===== src/design/sbm_pkg.sv =====
`timescale 1ns / 1ps

package sbm_pkg;

    typedef enum logic {
        CMD_WRITE = 1'b0,
        CMD_TICK  = 1'b1
    } t_cmd;

    localparam int unsigned CTRL_W  = 5;
    localparam int unsigned BANK_W  = 4;
    localparam int unsigned LIMIT_W = 30;
    localparam int unsigned TIMER_W = LIMIT_W + 1;

    // control register selects (address bits 14:13)
    localparam logic [1:0] REG_CTRL = 2'd0;
    localparam logic [1:0] REG_CHR0 = 2'd1;
    localparam logic [1:0] REG_CHR1 = 2'd2;
    localparam logic [1:0] REG_PRG  = 2'd3;

    // program mode, control register 0 bits 3:2
    localparam logic [1:0] PRG_32K      = 2'b00;
    localparam logic [1:0] PRG_32K_ALT  = 2'b01;
    localparam logic [1:0] PRG_FIX_LOW  = 2'b10;
    localparam logic [1:0] PRG_FIX_HIGH = 2'b11;

    localparam int unsigned R1_PRG_HI_BIT  = 3;
    localparam int unsigned R1_IRQ_OFF_BIT = 4;

    localparam logic [CTRL_W-1:0] CTRL_MODE_SET = 5'h0C;
    localparam logic [2:0]        SHIFT_LAST    = 3'd4;
    localparam logic [1:0]        WARMUP_DONE   = 2'd2;

    localparam logic [CTRL_W-1:0] CTRL_RESET [4] = '{5'h0C, 5'h00, 5'h00, 5'h10};
    localparam logic [LIMIT_W-1:0] LIMIT_RESET   = 30'd537039286;

    localparam logic [BANK_W-1:0] BANK_LOW_RESET  = 4'h0;
    localparam logic [BANK_W-1:0] BANK_HIGH_RESET = 4'h1;
    localparam logic [BANK_W-1:0] BANK_UPPER_BASE = 4'h8;
    localparam logic [BANK_W-1:0] BANK_LAST       = 4'hF;

    localparam logic [3:0] MIRROR_MAP [4] = '{4'h0, 4'hF, 4'hA, 4'hC};

    typedef struct packed {
        logic [BANK_W-1:0] low;
        logic [BANK_W-1:0] high;
    } t_banks;

    typedef struct packed {
        logic [BANK_W-1:0] bank_low;
        logic [BANK_W-1:0] bank_high;
        logic [3:0]        mirror_map;
        logic              irq_enabled;
    } t_map;

    typedef struct packed {
        logic tick;
        logic irq_on;
        logic clear;
    } t_timer_ctl;

    typedef struct packed {
        logic [BANK_W-1:0] bank_low;
        logic [BANK_W-1:0] bank_high;
        logic [3:0]        mirror_map;
        logic              irq_enabled;
        logic              irq_fire;
    } t_result;

    function automatic t_banks bank_map(
        input logic [CTRL_W-1:0] r0,
        input logic [CTRL_W-1:0] r1,
        input logic [CTRL_W-1:0] r3
    );
        t_banks b;
        b.low  = BANK_LOW_RESET;
        b.high = BANK_HIGH_RESET;
        if (r1[R1_PRG_HI_BIT]) begin
            case (r0[3:2]) inside
                PRG_FIX_LOW: begin
                    b.low  = BANK_UPPER_BASE;
                    b.high = BANK_UPPER_BASE + {1'b0, r3[2:0]};
                end
                PRG_FIX_HIGH: begin
                    b.low  = BANK_UPPER_BASE + {1'b0, r3[2:0]};
                    b.high = BANK_LAST;
                end
                PRG_32K, PRG_32K_ALT: begin
                    b.low  = BANK_UPPER_BASE + {1'b0, r3[2:1], 1'b0};
                    b.high = {b.low[BANK_W-1:1], 1'b1};
                end
                default: begin
                    b.low  = BANK_LOW_RESET;
                    b.high = BANK_HIGH_RESET;
                end
            endcase
        end else begin
            b.low  = {1'b0, r1[2:1], 1'b0};
            b.high = {1'b0, r1[2:1], 1'b1};
        end
        return b;
    endfunction

endpackage


===== src/design/sbm_core.sv =====
`timescale 1ns / 1ps

module sbm_core (
    input  logic                   i_clk,
    input  logic                   i_rst_n,
    input  logic                   i_accept,
    input  logic                   i_command,
    input  logic [14:0]            i_address,
    input  logic [7:0]             i_data,
    output sbm_pkg::t_map          o_map,
    output sbm_pkg::t_timer_ctl    o_timer_ctl
);

    logic [sbm_pkg::CTRL_W-1:0] r_latch, n_latch;
    logic [2:0]                 r_count, n_count;
    logic [sbm_pkg::CTRL_W-1:0] r_regs [4];
    logic [sbm_pkg::CTRL_W-1:0] n_regs [4];
    logic [1:0]                 r_warm, n_warm;
    logic [sbm_pkg::BANK_W-1:0] r_low, n_low;
    logic [sbm_pkg::BANK_W-1:0] r_high, n_high;
    logic                       r_irq_on, n_irq_on;
    logic                       n_clear;
    logic                       is_write;
    logic [1:0]                 sel;
    logic [sbm_pkg::CTRL_W-1:0] shifted;
    sbm_pkg::t_banks            banks;

    assign is_write = i_accept && (sbm_pkg::t_cmd'(i_command) == sbm_pkg::CMD_WRITE);
    assign sel      = i_address[14:13];
    assign shifted  = r_latch | (5'(i_data[0]) << r_count);
    assign banks    = sbm_pkg::bank_map(n_regs[sbm_pkg::REG_CTRL], n_regs[sbm_pkg::REG_CHR0],
                                        n_regs[sbm_pkg::REG_PRG]);

    always_comb begin
        n_latch  = r_latch;
        n_count  = r_count;
        n_regs   = r_regs;
        n_warm   = r_warm;
        n_low    = r_low;
        n_high   = r_high;
        n_irq_on = r_irq_on;
        n_clear  = 1'b0;
        if (is_write) begin
            if (i_data[7]) begin
                n_latch = '0;
                n_count = '0;
                if (sel == sbm_pkg::REG_CTRL) begin
                    n_regs[sbm_pkg::REG_CTRL] = r_regs[sbm_pkg::REG_CTRL] | sbm_pkg::CTRL_MODE_SET;
                end
            end else if (r_count == sbm_pkg::SHIFT_LAST) begin
                n_regs[sel] = shifted;
                n_latch     = '0;
                n_count     = '0;
            end else begin
                n_latch = shifted;
                n_count = r_count + 3'd1;
            end
            if (r_warm != sbm_pkg::WARMUP_DONE) begin
                n_warm = r_warm + 2'd1;
            end else begin
                n_low    = banks.low;
                n_high   = banks.high;
                n_irq_on = !n_regs[sbm_pkg::REG_CHR0][sbm_pkg::R1_IRQ_OFF_BIT];
                n_clear  = !n_irq_on;
            end
        end
    end

    always_ff @(posedge i_clk) begin
        if (!i_rst_n) begin
            r_latch  <= '0;
            r_count  <= '0;
            r_regs   <= sbm_pkg::CTRL_RESET;
            r_warm   <= '0;
            r_low    <= sbm_pkg::BANK_LOW_RESET;
            r_high   <= sbm_pkg::BANK_HIGH_RESET;
            r_irq_on <= 1'b0;
        end else begin
            r_latch  <= n_latch;
            r_count  <= n_count;
            r_regs   <= n_regs;
            r_warm   <= n_warm;
            r_low    <= n_low;
            r_high   <= n_high;
            r_irq_on <= n_irq_on;
        end
    end

    assign o_map.bank_low    = n_low;
    assign o_map.bank_high   = n_high;
    assign o_map.mirror_map  = sbm_pkg::MIRROR_MAP[n_regs[sbm_pkg::REG_CTRL][1:0]];
    assign o_map.irq_enabled = n_irq_on;

    assign o_timer_ctl.tick   = i_accept && (sbm_pkg::t_cmd'(i_command) == sbm_pkg::CMD_TICK);
    assign o_timer_ctl.irq_on = r_irq_on;
    assign o_timer_ctl.clear  = n_clear;

    // banks frozen during warm-up
    a_warmup_hold: assert property (@(posedge i_clk) disable iff (!i_rst_n)
        (is_write && r_warm != sbm_pkg::WARMUP_DONE) |=> ($stable(r_low) && $stable(r_high)))
        else $error("bank moved during warm-up");

    a_port_reset_mode: assert property (@(posedge i_clk) disable iff (!i_rst_n)
        (is_write && i_data[7] && sel == sbm_pkg::REG_CTRL)
            |=> (r_regs[sbm_pkg::REG_CTRL][3:2] == 2'b11 && r_count == 3'd0))
        else $error("port reset did not set program mode");

endmodule


===== src/design/sbm_timer.sv =====
`timescale 1ns / 1ps

module sbm_timer (
    input  logic                        i_clk,
    input  logic                        i_rst_n,
    input  logic                        i_cfg_wr_en,
    input  logic [sbm_pkg::LIMIT_W-1:0] i_cfg_wr_data,
    input  sbm_pkg::t_timer_ctl         i_ctl,
    input  logic [7:0]                  i_cycles,
    output logic                        o_fire
);

    logic [sbm_pkg::LIMIT_W-1:0] r_limit;
    logic [sbm_pkg::TIMER_W-1:0] r_timer, n_timer;
    logic [sbm_pkg::TIMER_W-1:0] sum;
    logic                        run;

    assign run    = i_ctl.tick && i_ctl.irq_on;
    assign sum    = r_timer + sbm_pkg::TIMER_W'(i_cycles);
    assign o_fire = run && (sum >= sbm_pkg::TIMER_W'(r_limit));

    always_comb begin
        n_timer = r_timer;
        if (i_ctl.clear || o_fire) begin
            n_timer = '0;
        end else if (run) begin
            n_timer = sum;
        end
    end

    always_ff @(posedge i_clk) begin
        if (!i_rst_n) begin
            r_limit <= sbm_pkg::LIMIT_RESET;
            r_timer <= '0;
        end else begin
            if (i_cfg_wr_en) begin
                r_limit <= i_cfg_wr_data;
            end
            r_timer <= n_timer;
        end
    end

    a_fire_clears: assert property (@(posedge i_clk) disable iff (!i_rst_n)
        o_fire |=> (r_timer == '0))
        else $error("timer not cleared after fire");

    a_timer_range: assert property (@(posedge i_clk) disable iff (!i_rst_n)
        (run && !o_fire) |=> (r_timer < sbm_pkg::TIMER_W'(r_limit) || $past(i_cfg_wr_en)))
        else $error("timer left at or above limit");

endmodule


===== src/design/sbm_outbuf.sv =====
`timescale 1ns / 1ps

module sbm_outbuf (
    input  logic             i_clk,
    input  logic             i_rst_n,
    input  logic             i_push,
    input  sbm_pkg::t_result i_word,
    input  logic             i_out_stall,
    output logic             o_full,
    output logic             o_valid,
    output sbm_pkg::t_result o_word
);

    logic             r_main_valid;
    logic             r_skid_valid;
    sbm_pkg::t_result r_main;
    sbm_pkg::t_result r_skid;
    logic             take;

    assign take    = r_main_valid && !i_out_stall;
    assign o_full  = r_skid_valid;
    assign o_valid = r_main_valid;
    assign o_word  = r_main;

    always_ff @(posedge i_clk) begin
        if (!i_rst_n) begin
            r_main_valid <= 1'b0;
            r_skid_valid <= 1'b0;
        end else if (take) begin
            if (r_skid_valid) begin
                r_skid_valid <= 1'b0;
            end else begin
                r_main_valid <= i_push;
            end
        end else if (i_push) begin
            if (r_main_valid) begin
                r_skid_valid <= 1'b1;
            end else begin
                r_main_valid <= 1'b1;
            end
        end
    end

    always_ff @(posedge i_clk) begin
        if (take) begin
            r_main <= r_skid_valid ? r_skid : i_word;
        end else if (i_push) begin
            if (r_main_valid) begin
                r_skid <= i_word;
            end else begin
                r_main <= i_word;
            end
        end
    end

endmodule


===== src/design/serial_bank_mapper_with_irq_timer_unit.sv =====
`timescale 1ns / 1ps

// Serial-port bank mapper with event timer.
// Input channel: i_in_valid / o_in_stall carries one word per item, either a
// program-space write (i_command = 0, i_address, i_data) or a cycle tick
// (i_command = 1, i_cycles). Output channel: o_out_valid / i_out_stall
// carries one result word per input word, in order: the bank numbers,
// mirroring map and IRQ enable after that item, plus o_irq_fire.
// The mapper state and the result are both computed in the cycle of
// acceptance and the result is registered. Throughput is one word per
// cycle while o_in_stall is low.
// The result register has a one-word skid entry beside it; o_in_stall is
// raised only when both entries are held because the receiver stalls, and
// drops the cycle after a word is taken.
// The timer limit is written through i_cfg_wr_en / i_cfg_wr_data; the user
// must do so only while the block is idle, which the block does not enforce.
// Synchronous reset (i_rst_n low) empties the buffer and restores the
// control registers, banks 0/1, IRQ off, timer zero and the default limit.
module serial_bank_mapper_with_irq_timer_unit (
    input  logic        i_clk,
    input  logic        i_rst_n,
    input  logic        i_cfg_wr_en,
    input  logic [29:0] i_cfg_wr_data,
    input  logic        i_in_valid,
    output logic        o_in_stall,
    input  logic        i_command,
    input  logic [14:0] i_address,
    input  logic [7:0]  i_data,
    input  logic [7:0]  i_cycles,
    output logic        o_out_valid,
    input  logic        i_out_stall,
    output logic [3:0]  o_bank_low,
    output logic [3:0]  o_bank_high,
    output logic [3:0]  o_mirror_map,
    output logic        o_irq_enabled,
    output logic        o_irq_fire
);

    logic                accept;
    logic                fire;
    sbm_pkg::t_map       map;
    sbm_pkg::t_timer_ctl timer_ctl;
    sbm_pkg::t_result    result;
    sbm_pkg::t_result    out_word;

    assign accept = i_in_valid && !o_in_stall;

    sbm_core u_core (
        .i_clk       (i_clk),
        .i_rst_n     (i_rst_n),
        .i_accept    (accept),
        .i_command   (i_command),
        .i_address   (i_address),
        .i_data      (i_data),
        .o_map       (map),
        .o_timer_ctl (timer_ctl)
    );

    sbm_timer u_timer (
        .i_clk         (i_clk),
        .i_rst_n       (i_rst_n),
        .i_cfg_wr_en   (i_cfg_wr_en),
        .i_cfg_wr_data (i_cfg_wr_data),
        .i_ctl         (timer_ctl),
        .i_cycles      (i_cycles),
        .o_fire        (fire)
    );

    assign result.bank_low    = map.bank_low;
    assign result.bank_high   = map.bank_high;
    assign result.mirror_map  = map.mirror_map;
    assign result.irq_enabled = map.irq_enabled;
    assign result.irq_fire    = fire;

    sbm_outbuf u_outbuf (
        .i_clk       (i_clk),
        .i_rst_n     (i_rst_n),
        .i_push      (accept),
        .i_word      (result),
        .i_out_stall (i_out_stall),
        .o_full      (o_in_stall),
        .o_valid     (o_out_valid),
        .o_word      (out_word)
    );

    assign o_bank_low    = out_word.bank_low;
    assign o_bank_high   = out_word.bank_high;
    assign o_mirror_map  = out_word.mirror_map;
    assign o_irq_enabled = out_word.irq_enabled;
    assign o_irq_fire    = out_word.irq_fire;

    a_fire_needs_enable: assert property (@(posedge i_clk) disable iff (!i_rst_n)
        (o_out_valid && o_irq_fire) |-> o_irq_enabled)
        else $error("irq fire with irq disabled");

endmodule

===== config.mk =====
export PLATFORM = sky130hd
export DESIGN_NAME = serial_bank_mapper_with_irq_timer_unit
export DESIGN_NICKNAME = d
export VERILOG_FILES = /design/src/design/sbm_pkg.sv /design/src/design/sbm_core.sv /design/src/design/sbm_timer.sv /design/src/design/sbm_outbuf.sv /design/src/design/serial_bank_mapper_with_irq_timer_unit.sv
export SDC_FILE = /design/constraint.sdc
export NUM_CORES = 1
export LEC_CHECK = 0
export BUFFER_PORTS_ARGS = -buffer_cell sky130_fd_sc_hd__buf_2
export CAP_MARGIN = 20
export CORE_MARGIN = 8
export CORE_UTILIZATION = 50
export CTS_CLUSTER_DIAMETER = 100
export DETAILED_ROUTE_END_ITERATION = 7
export PLACE_DENSITY = 0.71
export SLEW_MARGIN = 20
export SYNTH_ARGS = -nofsm -noshare
export SYNTH_HDL_FRONTEND = slang
export SYNTH_SLANG_ARGS = --single-unit

===== constraint.sdc =====
create_clock -name i_clk -period 4.2 [get_ports i_clk]
set_clock_uncertainty 0.05 [all_clocks]
set_input_delay 0.42 -clock i_clk [delete_from_list [all_inputs] [get_ports i_clk]]
set_output_delay 0.42 -clock i_clk [all_outputs]
set_load 0.005 [all_outputs]

==> results.txt, run 1 <==
drt drc - 0
Total Power - 2.76 mW
pre-CTS WS - -0.271 ns
max-cap check violation count - 0
crit path max fanout - 7
R2R Setup Slk - 0.11 ns
Die Area - 16800 um2
Area Growth Syn to Fin - 22.5%
endpoints failing setup - 0
Die Ht - 130 um
final wirelength - 14.9 mm
Max rail drop VDD - 0.236 mV
ys async rst share - 0%
most used flip-flop cell after synthesis - dfxtp_1
dpl cell area - 7070 um2
clk sinks - 121
Final #Nets - 915
final core area utilization - 62.6%
RSZ-0062 raised after global routing - true
Max-slew headroom - 33.9%
post-detail-place hpwl - 10.2 mm
Mapped Cells - 715
end of the worst register-to-register path - u_timer.r_timer[21]
class of the worst hold path - in2reg
initial antenna violation count - 0
nature of the critical path startpoint - flip-flop
Critical path origin - u_timer.r_timer[0]
PwrDens - 350 nW/um2
pin count of the biggest net entering global routing - 63
hold buffers post-CTS - 0
hold_ws - 0.163 ns
first-pass GRT wire length - 23.9 mm
Post-synth top cells - 93 x dfxtp_1, 72 x nor2_1, 63 x nand2_1
die span in x - 130 um
Hold Path Cell Cnt - 3
vias - 5322
final worst slack - 0.110 ns
final hold violation count - 0
top-count cell post-synth - dfxtp_1
Worst-Skew Late Latency - 0.42 ns
vias in the first global route - 5151
leakage power - 3.42 nW
f_max - 244 MHz
worst r2r src - u_timer.r_timer[0]
DR pass1 iterations - 4
clock slew at reported path FFs - 0.06 ns
CTS tree - built
GPL Wtd Cong - 0.884
period utilization - 97.4%
share of power burned in registers - 44.9%
Synth Register Bits - 121
Psw - 0.685 mW
clock root buffer - clkbuf_16
top-area cell type share of the netlist area - 28.9%
row cnt - 41
fin crit period - 4.09 ns
All-Layer GR Usage - 17.8%
drt initial violations - 267
Avg Cell Area, Syn - 9.02 um2
Worst Hold End - u_timer.r_limit[29]
mapped cell area - 6450 um2
grt ovf - 0
Logic pwr share - 8.2%
Initial Util - 51.1%
layout cell share with drive strength beyond 1 - 21.8%
ranking of synthesized cells by area - dfxtp_1 29%, edfxtp_1 13%, ha_1 8.3%, mux2i_1 4.7%, nor2_1 4.2%
Pint - 2.08 mW
Syn. warnings - 0
Synth Net Count - 826
WL per Instance - 15.1 um
Finished Cell Area - 7910 um2
CP Capture Type - flip-flop
CTS Buf Count - 17
Port Buffers - 63
Post-synth EDFFs - 28
total core area - 12600 um2
HP Start - i_cfg_wr_data[29]
antenna violation net count after detailed routing - 0
Vias/cell - 5.39
status - finished, final reports clean
H-tree depth - 4
crit path kind - reg2reg
switching share of total power - 24.8%
clock power share - 46.9%
sequential area share after synthesis - 41.9%
# IOs - 83
crit path DAT - 4.33 ns
CP required - 4.44 ns
Slew @ Worst Pin - 0.991 ns
Yosys cell types - 53
biggest area consumer among synthesized cells - dfxtp_1
clock buffer depth - 2
max-slew violations - 0
depth of the most critical reg-to-reg path - 22
antenna cells - 0
[state kept, by name (all words and copies together), names as in the netlist]
register	count
u_core.r_count	3
u_core.r_high	4
u_core.r_irq_on	1
u_core.r_latch	5
u_core.r_low	4
u_core.r_regs	11
u_core.r_warm	2
u_outbuf.o_full	1
u_outbuf.o_valid	1
u_outbuf.o_word	14
u_outbuf.r_skid	14
u_timer.r_limit	30
u_timer.r_timer	31
[kinds of logic (layout without fill, tap and decap cells)]
kind of cell	count (synthesis)	count (layout)	synth area share [%]
simple gates	279	279	21.8
buf+inv	79	180	4.85
compound gates	114	114	11.6
xor+xnor	46	46	6.24
flops	121	121	41.9
fa+ha+maj	44	44	8.65
mux	32	32	5.00
[power groups by stage]
stage | Clock, mW | Combinational [mW] | Sequential [mW]
2_1_floorplan | 0 | 0.128 | 1.27
3_3_place_gp | 0 | 0.201 | 1.27
3_5_place_dp | 0 | 0.209 | 1.27
4_1_cts | 1.31 | 0.211 | 1.24
5_1_grt | 1.37 | 0.254 | 1.25
6_report | 1.30 | 0.226 | 1.24
[how the worst max path moves through the flow]
stage | end | slack, ns
6_report | u_timer.r_timer[21] | 0.11
5_1_grt | u_timer.r_timer[21] | -0.11
4_1_cts | u_timer.r_timer[27] | 0.007
3_5_place_dp | u_timer.r_timer[1] | -0.27
3_3_place_gp | u_timer.r_timer[1] | -0.24
2_1_floorplan | u_timer.r_timer[1] | 0.30
[critical path, stage by stage (launching register included)]
cell and delay, ns:
dfxtp_2 0.35, ha_4 0.14, inv_2 0.03, fa_2 0.35, nand2b_4 0.15, a21oi_2 0.13
buf_4 0.15, o21ai_4 0.08, nor2_1 0.11, buf_4 0.15, and3_4 0.21, xor2_2 0.07
ha_1 0.30, nand4_1 0.25, nor4_2 0.37, buf_4 0.18, a21oi_2 0.06, a21boi_2 0.20
nor3_4 0.07, o211ai_4 0.20, buf_6 0.16, buf_8 0.13, a21oi_1 0.05
[cells in the final DEF (no fill, tap or decap), types with 7 or more instances in the layout]
cell and n:
dfxtp_1 92, xnor2_1 18, o211ai_1 12, nand2b_1 7
ha_1 40, clkinvlp_4 7, and2_1 8, nand3_1 21
nand4_1 15, buf_4 33, clkbuf_16 19, xor2_1 27
a21oi_2 10, edfxtp_1 28, a211oi_1 7, mux2i_1 30
nor2_1 68, a22oi_1 7, o21ai_0 20, nor3_1 15
inv_1 45, buf_2 63, a21oi_1 28, a21o_1 8
nand2_1 63, nor2b_1 39
[per-stage QoR]
step,std cells,TNS [ns]
after floorplan,715,0
after global placement,946,-4.96
after detailed placement,946,-5.91
after CTS,977,0
after global routing,988,-2.09
final,988,0
[routing by layer]
layer | share of wire, % | vias to the layer above | routed length [um] | track usage [%]
li1 | - | 2646 | - | -
met1 | 45 | 2520 | 6740 | 22.1
met2 | 48 | 128 | 7090 | 28.9
met3 | 4.9 | 28 | 735 | 3.74
met4 | 2.1 | 0 | 319 | 8.47
met5 | 0 | - | 0 | 0
[final cells by class]
type                       count  area (um2)
clock inverter                14         101
sequential                   121        2700
inverter                      46         173
multi-input combinational    515        3600
clock buffer                  17         425
fill                        1065        4710
tap                          172         215
timing repair buffer         103         682
[what timing repair did]
action / CTS / global route
setup endpoints to repair: 28 / 32
buffers inserted: 0 / 8
endpoints found under the hold margin: 0 / 0
gates cloned: 0 / 3
resized for setup: 2 / 46
pin swaps: 0 / 28
Note: power is estimated with default switching activity, not from simulation.
==> run 2: changes to the inputs <==
--- a/config.mk
+++ b/config.mk
@@ -12,6 +12,7 @@
 export CTS_CLUSTER_DIAMETER = 100
 export DETAILED_ROUTE_END_ITERATION = 7
 export PLACE_DENSITY = 0.71
+export RECOVER_POWER = 50
 export SLEW_MARGIN = 20
 export SYNTH_ARGS = -nofsm -noshare
 export SYNTH_HDL_FRONTEND = slang
==> run 2 against run 1 <==
  * The flow now finishes with violations (capacitance limit, slew limit)
  * Combinational power is essentially flat
  * Utilization shrank 0.13 points
  * Global-route usage unchanged
  * Total power is essentially flat
  * Sequential share of layout area is 0.070 points higher
  * Setup slack got worse by 0.0040 ns
  * Count of clock-buffer cells in the layout unchanged
  * Non-clock buffer count stayed put
  * Wire length up 0.13%
  * Worst hold slack barely moved
  * Via count hardly changed
  * Clock power hardly changed
  * Critical endpoint unchanged
==> results.txt, run 2 (synthesis results as in run 1) <==
status - finished with violations
violated checks - capacitance limit, slew limit
max-cap check violation count - 1
die span in x - 130 um
DR pass1 iterations - 4
vias in the first global route - 5151
number of flip-flops in the largest register - 31
Die Ht - 130 um
Vias/cell - 5.39
depth of the most critical reg-to-reg path - 22
CTS Buf Count - 17
CP Capture Type - flip-flop
most frequent cells in the layout - 92 x dfxtp_1, 68 x nor2_1, 63 x nand2_1
total core area - 12600 um2
Total Power - 2.76 mW
vias - 5325
H-tree depth - 4
final hold violation count - 0
RSZ-0062 raised after global routing - true
Worst Hold End - u_timer.r_limit[29]
HP Start - i_cfg_wr_data[29]
fin crit period - 4.09 ns
PwrDens - 350 nW/um2
final wirelength - 14.9 mm
CTS tree - built
Hold Path Cell Cnt - 3
layout cell share with drive strength beyond 1 - 20.7%
Area Growth Syn to Fin - 22.3%
Slew @ Worst Pin - 2.19 ns
clock buffer depth - 2
initial antenna violation count - 0
worst r2r src - u_timer.r_timer[0]
clk sinks - 121
R2R Setup Slk - 0.11 ns
Initial Util - 51.1%
f_max - 244 MHz
placed insts - 946
Max-slew headroom - -46.0%
GPL Wtd Cong - 0.884
first-pass GRT wire length - 23.9 mm
clock root buffer - clkbuf_16
grt ovf - 0
drt drc - 0
clock slew at reported path FFs - 0.06 ns
Worst-Skew Late Latency - 0.42 ns
antenna violation net count after detailed routing - 0
Max rail drop VDD - 0.236 mV
Fillers - 1069
post-detail-place hpwl - 10.2 mm
class of the worst hold path - in2reg
commonest non-fill, non-tap cell in the layout - dfxtp_1
row cnt - 41
Final #Nets - 915
Largest Register - u_timer.r_timer
hold buffers post-CTS - 0
crit path max fanout - 7
antenna cells - 0
Die Area - 16800 um2
All-Layer GR Usage - 17.8%
crit path kind - reg2reg
drt initial violations - 273
period utilization - 97.5%
pin count of the biggest net entering global routing - 63
Final Non-Filler Cells - 988
end of the worst register-to-register path - u_timer.r_timer[21]
CP required - 4.44 ns
endpoints failing setup - 0
leakage power - 3.39 nW
crit path DAT - 4.34 ns
# IOs - 83
top flop regs - u_timer.r_timer: 31 flops, u_timer.r_limit: 30 flops
max-slew violations - 63
WL per Instance - 15.1 um
Port Buffers - 63
nature of the critical path startpoint - flip-flop
## run 2: cell types whose count changed in the layout (fill, tap and decap cells not counted), sizes merged
cell / change
buf: -9
clkbuf: +9
## run 2: stage by stage
step	instance area (um2)	setup TNS (ns)	utilization (%)	hold WS (ns)	worst slack, ns
CTS	7610	0	60.3	0.156	0.00670
global route	7890	-2.09	62.5	0.172	-0.110
detailed placement	7070	-5.91	56.0	0.404	-0.271
global placement	7070	-4.96	56.0	0.398	-0.239
floorplan	6450	0	-	0.389	0.301
finish	7890	0	62.5	0.163	0.106
## run 2: worst max-delay path by stage
stage / start / end / slack (ns) / cells past startpoint
after floorplan: i_cycles[0] / u_timer.r_timer[1] / 0.30 / 18
after global placement: i_cycles[0] / u_timer.r_timer[1] / -0.24 / 22
after detailed placement: i_cycles[3] / u_timer.r_timer[1] / -0.27 / 19
after CTS: u_timer.r_timer[3] / u_timer.r_timer[27] / 0.007 / 19
after global routing: u_timer.r_timer[0] / u_timer.r_timer[21] / -0.11 / 22
final: u_timer.r_timer[0] / u_timer.r_timer[21] / 0.11 / 22
## run 2: what timing repair did
action,4_1_cts,5_1_grt
resized for setup,2,46
setup buffers,0,8
cloned,0,3
endpoints found under the hold margin,0,0
pin swaps,0,28
endpoints found under the setup margin,28,32
## run 2: worst max-delay path, cell delays in order, from the launching register on
cell and delay [ns]:
dfxtp_2 0.35, ha_4 0.14, inv_2 0.03, fa_2 0.35, nand2b_4 0.15, a21oi_2 0.13, buf_4 0.15, o21ai_4 0.08
nor2_1 0.11, buf_4 0.15, and3_4 0.21, xor2_2 0.07, ha_1 0.30, nand4_1 0.26, nor4_2 0.37, buf_4 0.18
a21oi_2 0.06, a21boi_2 0.20, nor3_4 0.07, o211ai_4 0.20, buf_6 0.16, buf_8 0.13, a21oi_1 0.05
## run 2: where the power goes
group          switching [mW]  leakage (nW)  total, mW  internal [mW]
clock network           0.546         0.238       1.30          0.749
logic                   0.124          2.13      0.224          0.101
registers              0.0148          1.02       1.24           1.23
## run 2: area by class of cell
type,count,area [um2],area share (%)
Multi-Input combinational cell,515,3600,45.7
Sequential cell,121,2700,34.3
Timing Repair Buffer,103,666,8.44
Clock buffer,17,425,5.39
Tap cell,172,215,2.73
Inverter,46,173,2.19
Clock inverter,14,101,1.28
## run 2: metal layers
layer  part of all wire (%)  track usage [%]
met1                     45             22.1
met2                     48             28.9
met5                      0                0
met3                    4.8             3.74
met4                    2.1             8.47
